`src/rtl/core/gaps_pkg.sv`:
```
// ----------------------------------------------------------------------------
// gaps_pkg
// Shared constants, codes and types of the grid A* path search block.
// ----------------------------------------------------------------------------
package gaps_pkg;

    // grid geometry; a cell index is {col, row}, so MAX_ROWS is a power of two
    localparam int MAX_COLS = 32;
    localparam int MAX_ROWS = 32;
    localparam int COL_W    = $clog2(MAX_COLS);
    localparam int ROW_W    = $clog2(MAX_ROWS);
    localparam int CELL_W   = COL_W + ROW_W;
    localparam int NCELLS   = MAX_COLS * MAX_ROWS;
    localparam int CNT_W    = CELL_W + 1;
    localparam int AXIS_W   = (COL_W > ROW_W) ? COL_W : ROW_W;

    // costs
    localparam int G_W           = 16;
    localparam int H_W           = 16;
    localparam int F_W           = 17;
    localparam int COST_STRAIGHT = 10;
    localparam int COST_DIAG     = 14;

    // world to cell divider
    localparam int NUM_W = 36;
    localparam int DEN_W = 13;
    localparam int Q_W   = AXIS_W + 2;
    localparam int REM_W = DEN_W + Q_W;
    localparam int K_W   = $clog2(Q_W);

    // stream payload widths
    localparam int IN_DATA_W  = 152;
    localparam int OUT_DATA_W = 112;

    // item kinds
    localparam logic [1:0] OP_WRITE  = 2'd0;
    localparam logic [1:0] OP_SEARCH = 2'd1;
    localparam logic [1:0] OP_READ   = 2'd2;
    localparam logic [1:0] OP_IGNORE = 2'd3;

    // result status
    localparam logic [1:0] ST_OK      = 2'd0;
    localparam logic [1:0] ST_NO_PATH = 2'd1;
    localparam logic [1:0] ST_RANGE   = 2'd2;

    // register indexes
    localparam logic [2:0] REG_GRID_X   = 3'd0;
    localparam logic [2:0] REG_GRID_Y   = 3'd1;
    localparam logic [2:0] REG_NODE     = 3'd2;
    localparam logic [2:0] REG_ORIGIN_X = 3'd3;
    localparam logic [2:0] REG_ORIGIN_Y = 3'd4;
    localparam logic [2:0] REG_ORIGIN_Z = 3'd5;

    typedef struct packed {
        logic        [5:0]  grid_size_x;
        logic        [5:0]  grid_size_y;
        logic        [11:0] node_size;
        logic signed [31:0] origin_x;
        logic signed [31:0] origin_y;
        logic signed [31:0] origin_z;
    } t_cfg;

    // datapath commands, one per cycle
    typedef enum logic [4:0] {
        C_NONE, C_INIT, C_LATCH, C_DECODE, C_WAY, C_MAP_GO, C_MAP_WAIT,
        C_CLR, C_SEED, C_SEL, C_SCAN_A, C_SCAN_B, C_SCAN_C, C_POP,
        C_NB_A, C_NB_B, C_TR_A, C_TR_B, C_RESULT
    } t_cmd;

    // datapath status back to the controller
    typedef struct packed {
        logic [1:0] op;
        logic       way_hit;
        logic       div_done;
        logic       axis_last;
        logic       sweep_last;
        logic       live_zero;
        logic       scan_last;
        logic       is_target;
        logic       nb_skip;
        logic       nb_last;
        logic       trace_end;
        logic       out_free;
    } t_dp_stat;

endpackage

```
`src/rtl/core/gaps_ctrl.sv`:
```
// ----------------------------------------------------------------------------
// gaps_ctrl
// Controller state machine: map fill, item decode, cell mapping, flag clear,
// open list scan, neighbor expansion, path trace and result hand-off.
// ----------------------------------------------------------------------------
module gaps_ctrl import gaps_pkg::*; (
    input  logic     i_clk,
    input  logic     i_rst_n,
    input  logic     i_in_valid,
    input  t_dp_stat i_stat,
    output logic     o_in_ready,
    output t_cmd     o_cmd
);

    typedef enum logic [17:0] {
        S_INIT     = 18'h00001,
        S_IDLE     = 18'h00002,
        S_DECODE   = 18'h00004,
        S_WAY      = 18'h00008,
        S_MAP_GO   = 18'h00010,
        S_MAP_WAIT = 18'h00020,
        S_CLR      = 18'h00040,
        S_SEED     = 18'h00080,
        S_SEL      = 18'h00100,
        S_SCAN_A   = 18'h00200,
        S_SCAN_B   = 18'h00400,
        S_SCAN_C   = 18'h00800,
        S_POP      = 18'h01000,
        S_NB_A     = 18'h02000,
        S_NB_B     = 18'h04000,
        S_TR_A     = 18'h08000,
        S_TR_B     = 18'h10000,
        S_RESULT   = 18'h20000
    } t_state;

    t_state r_state, n_state;

    always_ff @(posedge i_clk) begin
        if (!i_rst_n) r_state <= S_INIT;
        else          r_state <= n_state;
    end

    // next state and command
    always_comb begin
        n_state    = r_state;
        o_cmd      = C_NONE;
        o_in_ready = 1'b0;
        unique case (r_state)
            S_INIT: begin
                o_cmd = C_INIT;
                if (i_stat.sweep_last) n_state = S_IDLE;
            end
            S_IDLE: begin
                o_in_ready = 1'b1;
                if (i_in_valid) begin
                    o_cmd   = C_LATCH;
                    n_state = S_DECODE;
                end
            end
            S_DECODE: begin
                o_cmd = C_DECODE;
                if (i_stat.op == OP_SEARCH)                    n_state = S_MAP_GO;
                else if (i_stat.op == OP_READ && i_stat.way_hit) n_state = S_WAY;
                else                                           n_state = S_RESULT;
            end
            S_WAY: begin
                o_cmd   = C_WAY;
                n_state = S_RESULT;
            end
            S_MAP_GO: begin
                o_cmd   = C_MAP_GO;
                n_state = S_MAP_WAIT;
            end
            S_MAP_WAIT: begin
                o_cmd = C_MAP_WAIT;
                if (i_stat.div_done) n_state = i_stat.axis_last ? S_CLR : S_MAP_GO;
            end
            S_CLR: begin
                o_cmd = C_CLR;
                if (i_stat.sweep_last) n_state = S_SEED;
            end
            S_SEED: begin
                o_cmd   = C_SEED;
                n_state = S_SEL;
            end
            S_SEL: begin
                o_cmd   = C_SEL;
                n_state = i_stat.live_zero ? S_RESULT : S_SCAN_A;
            end
            S_SCAN_A: begin
                o_cmd   = C_SCAN_A;
                n_state = S_SCAN_B;
            end
            S_SCAN_B: begin
                o_cmd   = C_SCAN_B;
                n_state = S_SCAN_C;
            end
            S_SCAN_C: begin
                o_cmd   = C_SCAN_C;
                n_state = i_stat.scan_last ? S_POP : S_SCAN_A;
            end
            S_POP: begin
                o_cmd   = C_POP;
                n_state = i_stat.is_target ? S_TR_A : S_NB_A;
            end
            S_NB_A: begin
                o_cmd = C_NB_A;
                if (!i_stat.nb_skip)     n_state = S_NB_B;
                else if (i_stat.nb_last) n_state = S_SEL;
            end
            S_NB_B: begin
                o_cmd   = C_NB_B;
                n_state = i_stat.nb_last ? S_SEL : S_NB_A;
            end
            S_TR_A: begin
                o_cmd   = C_TR_A;
                n_state = i_stat.trace_end ? S_RESULT : S_TR_B;
            end
            S_TR_B: begin
                o_cmd   = C_TR_B;
                n_state = S_TR_A;
            end
            S_RESULT: begin
                o_cmd = C_RESULT;
                if (i_stat.out_free) n_state = S_IDLE;
            end
            default: n_state = S_INIT;
        endcase
    end

endmodule

```
`config.mk`:
```
export PLATFORM = sky130hd
export DESIGN_NAME = gaps_ctrl
export DESIGN_NICKNAME = d
export VERILOG_FILES = /design/src/rtl/core/gaps_pkg.sv /design/src/rtl/core/gaps_ctrl.sv
export SDC_FILE = /design/constraint.sdc
export NUM_CORES = 1
export LEC_CHECK = 0
export ABC_AREA = 1
export BUFFER_PORTS_ARGS = -buffer_cell sky130_fd_sc_hd__buf_2
export CORE_MARGIN = 10
export CORE_UTILIZATION = 57
export CTS_BUF_LIST = sky130_fd_sc_hd__clkbuf_8 sky130_fd_sc_hd__clkbuf_16
export CTS_CLUSTER_DIAMETER = 150
export DETAILED_ROUTE_END_ITERATION = 8
export GPL_TIMING_DRIVEN = 0
export PLACE_DENSITY = 0.78
export SYNTH_ARGS = -nofsm -noshare
export SYNTH_HDL_FRONTEND = slang
export SYNTH_SLANG_ARGS = --single-unit
```
`constraint.sdc`:
```
create_clock -name i_clk -period 2.2 [get_ports i_clk]
set_input_delay 0.33 -clock i_clk [delete_from_list [all_inputs] [get_ports i_clk]]
set_output_delay 0.33 -clock i_clk [all_outputs]
set_load 0.01 [all_outputs]
```
==> results.md, run 1 <==
- Critical path class: reg -> out
- Hold Startpoint: i_stat[1]
- Vias per cell: 5.323
- Antenna violations before repair: 0
- CP Data Required Time: 1.87 ns
- Commonest register cell after synthesis: dfxtp_1
- Synth Area in Adders: 0%
- Layout cell share with drive strength beyond 1: 38.76%
- Fmax: 476.4 MHz
- Relative slew slack: 68.90%
- Crit path launch: r_state[12]
- CP Max Fanout: 10
- Crit path capture type: output port
- H-tree levels: 1
- Setup Viol. Count Final: 0
- Clock Tree Buf Depth: 2
- Die area: 0.005053 mm2
- GPL Wtd Cong: 0.9157
- Synth Area in Simple Gates: 60.98%
- Syn Inst Count: 229
- Syn Area/Cell: 6.496 um2
- EDFF count, synth: 0
- Synth top area share: 24.22%
- Clock-pin slew on the worst setup and hold paths: 0.07 ns
- RR Startpoint: r_state[0]
- Worst skew pair latency: 0.26 ns
- Max reg flops: 18
- #FFs+latches synth: 18
- Power per cell area: 954.6 mW/mm2
- Crit path launch type: flop
- Biggest register: r_state
- DR pass1 iterations: 4
- DP Wirelength: 3052 um
- CP Data Arrival Time: 1.77 ns
- Period utilization: 95.42%
- Warning count from the yosys run: 0
- Worst Hold Class: in -> reg
- First-pass GRT wire length: 6389 um
- Final cell count without fillers: 288
- Slew Viols, Final: 0
- Final-stage net count: 275
- Syn Nets: 245
- Die Y: 71.09 um
- Post-synthesis sequential area ratio: 24.22%
- Hold depth: 2
- Combinational family with the most area after synthesis: simple AND/OR/NAND/NOR gates
- Post-Place Cells: 280
- Root buf cell: clkbuf_8
- Async S/R FF share, synth: 0%
- Antenna cells: 0
- Max Clock Skew: 0.001288 ns
- Vias: 1,533
- Tot Pwr: 1.713 mW
- Antenna viol nets, final: 0
- CTS Buf Count: 3
- Static leakage: 0.9351 nW
- Routed wire length: 3901 um
- Die width: 71.09 um
- Number of global-route vias before repair: 1,495
- MaxCap Viol Count: 0
- Synth area leader: dfxtp_1
- R2R depth: 12
- Final Hold Vio Count: 0
- CORE AREA: 0.002477 mm2
- Largest net degree at the start of global routing: 11
- Sink Count: 18
- Wire per inst: 13.55 um
- Hold WS: 0.2505 ns
- Largest registers: r_state x18
- P&R area growth vs syn: 20.61%
- Post-Syn Area: 0.001488 mm2
- Mux cell area share after synthesis: 0%
- Final min period: 2.099 ns
- Status: complete, no violations
- Synth unique cells: 32
- Initial Util: 60.05%
- Largest cells by area after synthesis: dfxtp_1 24%, nand2_1 12%, inv_1 8.3%
- Worst slew pin tran: 0.4659 ns
- DRC: 0
- Initial DRC count: 58
- Congestion Overflow GR: 0
- Post-Synth XOR/XNOR Area: 0%
- Compound-Gate Fraction of Synth Area: 4.373%
- Core occupancy in the finished layout: 72.42%
- Buffers on Ports: 21
- Reg2reg setup slack: 0.42 ns
- CTS tree: done
- Io pins: 22
- Global Route Usage Sum: 15.13%
- Core Rows: 18
- Maximum vdd drop: 623.4 uV
==> path summary, 6_finish.rpt <==
kind,end
hold / removal,r_state[16]
hold reg to reg,r_state[0]
setup reg to reg,r_state[5]
setup / recovery,o_cmd[1]
==> Yosys cell counts, types with 2 or more instances <==
library cell	instances
inv_1	33
or2_2	2
nand2_2	5
nor2_1	28
nand2_1	46
nand2_4	6
nor2_2	18
nor2_4	3
nor2_8	2
dfxtp_1	18
nand3_2	5
o21ai_0	2
nand3_1	21
nor3_1	4
nand4_1	12
a21oi_1	3
nor4_1	2
inv_2	4
o22ai_1	2
==> layout make-up <==
class,count,area [um2]
well taps,30,37.54
fillers,220,683.2
multi-input cells,172,1025
inverters,37,138.9
repair buffers,25,141.4
flip-flops and latches,18,380.4
plain buffers,2,16.27
clock buffers,4,55.05
==> metal layers <==
layer / part of all wire [%] / global-route usage (%)
met1: 47 / 19.41
met2: 44 / 23.74
met5: 0 / 0
met4: 2.1 / 5.161
met3: 6.8 / 4.045
==> placed cells by master, fill, tap and decap left out, types with 2 or more instances in the layout <==
| cell type | n |
|---|---|
| nand2_1 | 46 |
| a21oi_1 | 3 |
| nor2_8 | 2 |
| nor4_1 | 2 |
| o22ai_1 | 2 |
| o21ai_0 | 2 |
| nand2_4 | 7 |
| nand2_2 | 4 |
| inv_2 | 6 |
| buf_2 | 21 |
| nor2_1 | 26 |
| or2_2 | 2 |
| buf_4 | 4 |
| nand3_1 | 21 |
| dfxtp_1 | 4 |
| buf_6 | 2 |
| nand4_1 | 12 |
| nor3_1 | 3 |
| clkbuf_8 | 4 |
| inv_1 | 31 |
| nor2_4 | 8 |
| nor2_2 | 15 |
| dfxtp_2 | 13 |
| nand3_2 | 5 |
| nor3_4 | 2 |
==> worst max-delay path: stages (launching register included) <==
cell     delay, ns
dfxtp_4       0.36
nor2_4        0.15
nand2_4       0.12
nor2_4        0.19
buf_6         0.17
nand3_1       0.12
inv_2         0.11
a21oi_1       0.08
nand4_1       0.09
buf_2         0.13
==> stage by stage <==
| stage | setup TNS (ns) | setup WS (ns) | instance area (um2) |
|---|---|---|---|
| floorplan | 0 | 0.4754 | 1488 |
| global placement | 0 | 0.2317 | 1630 |
| detailed placement | 0 | 0.2384 | 1630 |
| CTS | 0 | 0.001472 | 1694 |
| global route | -0.006773 | -0.006773 | 1794 |
| finish | 0 | 0.1007 | 1794 |
==> kinds of logic after synthesis <==
family | count (synthesis)
AND/OR/NAND/NOR | 161
buffers and inverters | 39
flip-flops | 18
AO/OA/AOI/OAI | 11
==> power breakdown <==
part | internal (mW) | total [mW] | switching, mW
clock network | 0.159 | 0.279 | 0.119
registers | 0.363 | 0.393 | 0.0299
logic | 0.348 | 1.04 | 0.693
==> repair_timing <==
action	4_1_cts	5_1_grt
endpoints found under the setup margin	1	4
pin swaps	0	5
gates resized for setup	5	25
setup buffers	0	4
gates cloned	0	0
endpoints found under the hold margin	0	0
hold buffers	0	0
Power figures use the tool's default switching activity.
==> run 2: changes to the inputs <==
- CORE_UTILIZATION: 57 -> 61
- PLACE_DENSITY: 0.78 -> 0.82
- clock period: 2.2 -> 2.45 ns (I/O delays scaled with it)
==> run 2 against run 1 <==
  * Worst setup slack gained 0.055 ns
  * Power down 16%
  * Global-route usage grew 0.43 points
  * Register-to-register slack improved by 0.17 ns
==> results.md, run 2 (synthesis results as in run 1) <==
- First-pass GRT wire length: 6354 um (-0.55%)
- CP Max Fanout: 10 (unchanged)
- Initial DRC count: 218 (+280%)
- Power per cell area: 865.8 mW/mm2 (-9.3%)
- Fmax: 435.9 MHz
- Congestion Overflow GR: 0 (unchanged)
- DP Wirelength: 3012 um (-1.3%)
- Final-stage net count: 271 (-1.5%)
- MaxCap Viol Count: 0 (unchanged)
- Static leakage: 0.8876 nW (-5.1%)
- Status: complete, no violations
- Largest registers: r_state x18
- Sum of negative setup slack: 0 ns (unchanged)
- Layout cell share with drive strength beyond 1: 29.64% (-9.1 points)
- Worst Hold Class: in -> reg
- P&R area growth vs syn: 12.20%
- Final Hold Vio Count: 0 (unchanged)
- Met3 wire length: 342 um (+29%)
- Root buf cell: clkbuf_8
- Worst slew pin tran: 0.4252 ns (-0.04075 ns)
- H-tree levels: 1 (unchanged)
- Antenna viol nets, final: 0 (unchanged)
- DRC: 0 (unchanged)
- CP Data Arrival Time: 1.93 ns (+0.16 ns)
- CORE AREA: 0.002276 mm2 (-8.1%)
- CTS tree: done
- CTS Hold Bufs: 0 (unchanged)
- Global Route Usage Sum: 15.56% (+0.43 points)
- Largest net degree at the start of global routing: 11 (unchanged)
- CTS Buf Count: 3 (unchanged)
- Metal-1 WL: 1810 um (-1.3%)
- Vias per cell: 5.448 (+2.4%)
- Slew Viols, Final: 0 (unchanged)
- Hold Startpoint: i_stat[1]
- Initial Util: 65.37% (+5.3 points)
- Wire per inst: 13.42 um (-0.95%)
- Die Y: 69.39 um (-2.4%)
- Antenna cells: 0 (unchanged)
- Sink Count: 18 (unchanged)
- Tot Pwr: 1.445 mW (-16%)
- Period utilization: 93.64%
- Die area: 0.004814 mm2 (-4.7%)
- Crit path capture type: output port
- Max reg flops: 18 (unchanged)
- Highest routed layer: met4
- Final min period: 2.294 ns
- Maximum vdd drop: 556.8 uV (-11%)
- Commonest cells after routing, fill and taps aside: 46 x nand2_1, 33 x inv_1, 28 x nor2_1, 22 x buf_2, 21 x nand3_1
- Clock-pin slew on the worst setup and hold paths: 0.07 ns (about the same)
- Worst skew pair latency: 0.26 ns (about the same)
- Biggest register: r_state
- Number of global-route vias before repair: 1,401 (-6.3%)
- Relative slew slack: 71.39% (+2.5 points)
- Io pins: 22 (unchanged)
- Antenna violations before repair: 0 (unchanged)
- CP Data Required Time: 2.08 ns (+0.21 ns)
- Wire length on met2: 1577 um (-8.3%)
- Buffers on Ports: 21 (unchanged)
- Post-CTS setup buffers: 0 (unchanged)
- Post-CTS Resized: 0 (-5)
- Setup Viol. Count Final: 0 (unchanged)
- DR pass1 iterations: 4 (unchanged)
- Crit path launch type: flop
- Vias: 1,531 (-0.13%)
- Routed wire length: 3770 um (-3.4%)
- RR Startpoint: r_state[10]
- Core Rows: 17 (-1)
- Max Clock Skew: 0.005881 ns (+0.004594 ns)
- GPL Wtd Cong: 0.9835 (+7.4%)
- RSZ-0062 raised after global routing: no
- Commonest non-fill, non-tap cell in the layout: nand2_1
- Crit path launch: r_state[12]
- Critical path class: reg -> out
- Die width: 69.39 um (-2.4%)
- Clock Tree Buf Depth: 2 (unchanged)
## run 2: cell types whose count changed in the layout (fill, tap and decap cells not counted), moves of 2 or more
| cell | before | now |
|---|---|---|
| dfxtp_1 | 4 | 18 |
| dfxtp_2 | 13 | 0 |
| nor2_4 | 8 | 3 |
| buf_4 | 4 | 0 |
| nor2_2 | 15 | 18 |
| inv_1 | 31 | 33 |
| inv_2 | 6 | 4 |
| nor2_1 | 26 | 28 |
## run 2: cell type report
| type | instances | area (um2) |
|---|---|---|
| fillers | 200 | 606.8 |
| multi-input cells | 172 | 972.2 |
| repair buffers | 21 | 105.1 |
| clock buffers | 3 | 41.29 |
| inverters | 37 | 138.9 |
| flip-flops and latches | 18 | 360.3 |
| plain buffers | 2 | 16.27 |
| well taps | 28 | 35.03 |
## run 2: report_power, final
group          internal [mW]  switching (mW)  total (mW)  leakage [nW]
clock network          0.110           0.105       0.215        0.0216
registers              0.322          0.0236       0.346         0.146
logic                  0.277           0.608       0.884         0.720
total                  0.709           0.736        1.45         0.888
## run 2: critical path, stage by stage (launching register included)
cell     delay, ns
dfxtp_1       0.40
nor2_4        0.08
nand2_4       0.13
nor2_4        0.07
buf_6         0.14
nand4_1       0.12
nand3_2       0.11
or3b_2        0.45
buf_2         0.15
## run 2: path summary, 6_finish.rpt
path	slack, ns	end	cells after the start
worst max register to register	0.59	r_state[17]	12
worst min register to register	0.50	r_state[6]	2
worst max-delay path	0.16	o_cmd[3]	8
worst min-delay path	0.29	r_state[16]	2
## run 2: metal layers
layer	vias up	GRT usage, %
met1	665	20.67
met4	0	4.878
met2	71	23.59
met5	-	0
met3	5	4.137
li1	790	-
## run 2: through the flow
step           setup slack [ns]  cells  util (%)  hold WS, ns  instance area [um2]
6_report                 0.1557    281     73.34       0.2890                 1669
4_1_cts                  0.1684    281     73.34       0.2825                 1669
5_1_grt                 0.07988    281     73.34       0.2765                 1669
3_3_place_gp             0.4437    278     71.52       0.4808                 1628
2_1_floorplan            0.6879    229         -       0.4454                 1488
3_5_place_dp             0.4556    278     71.52       0.4891                 1628
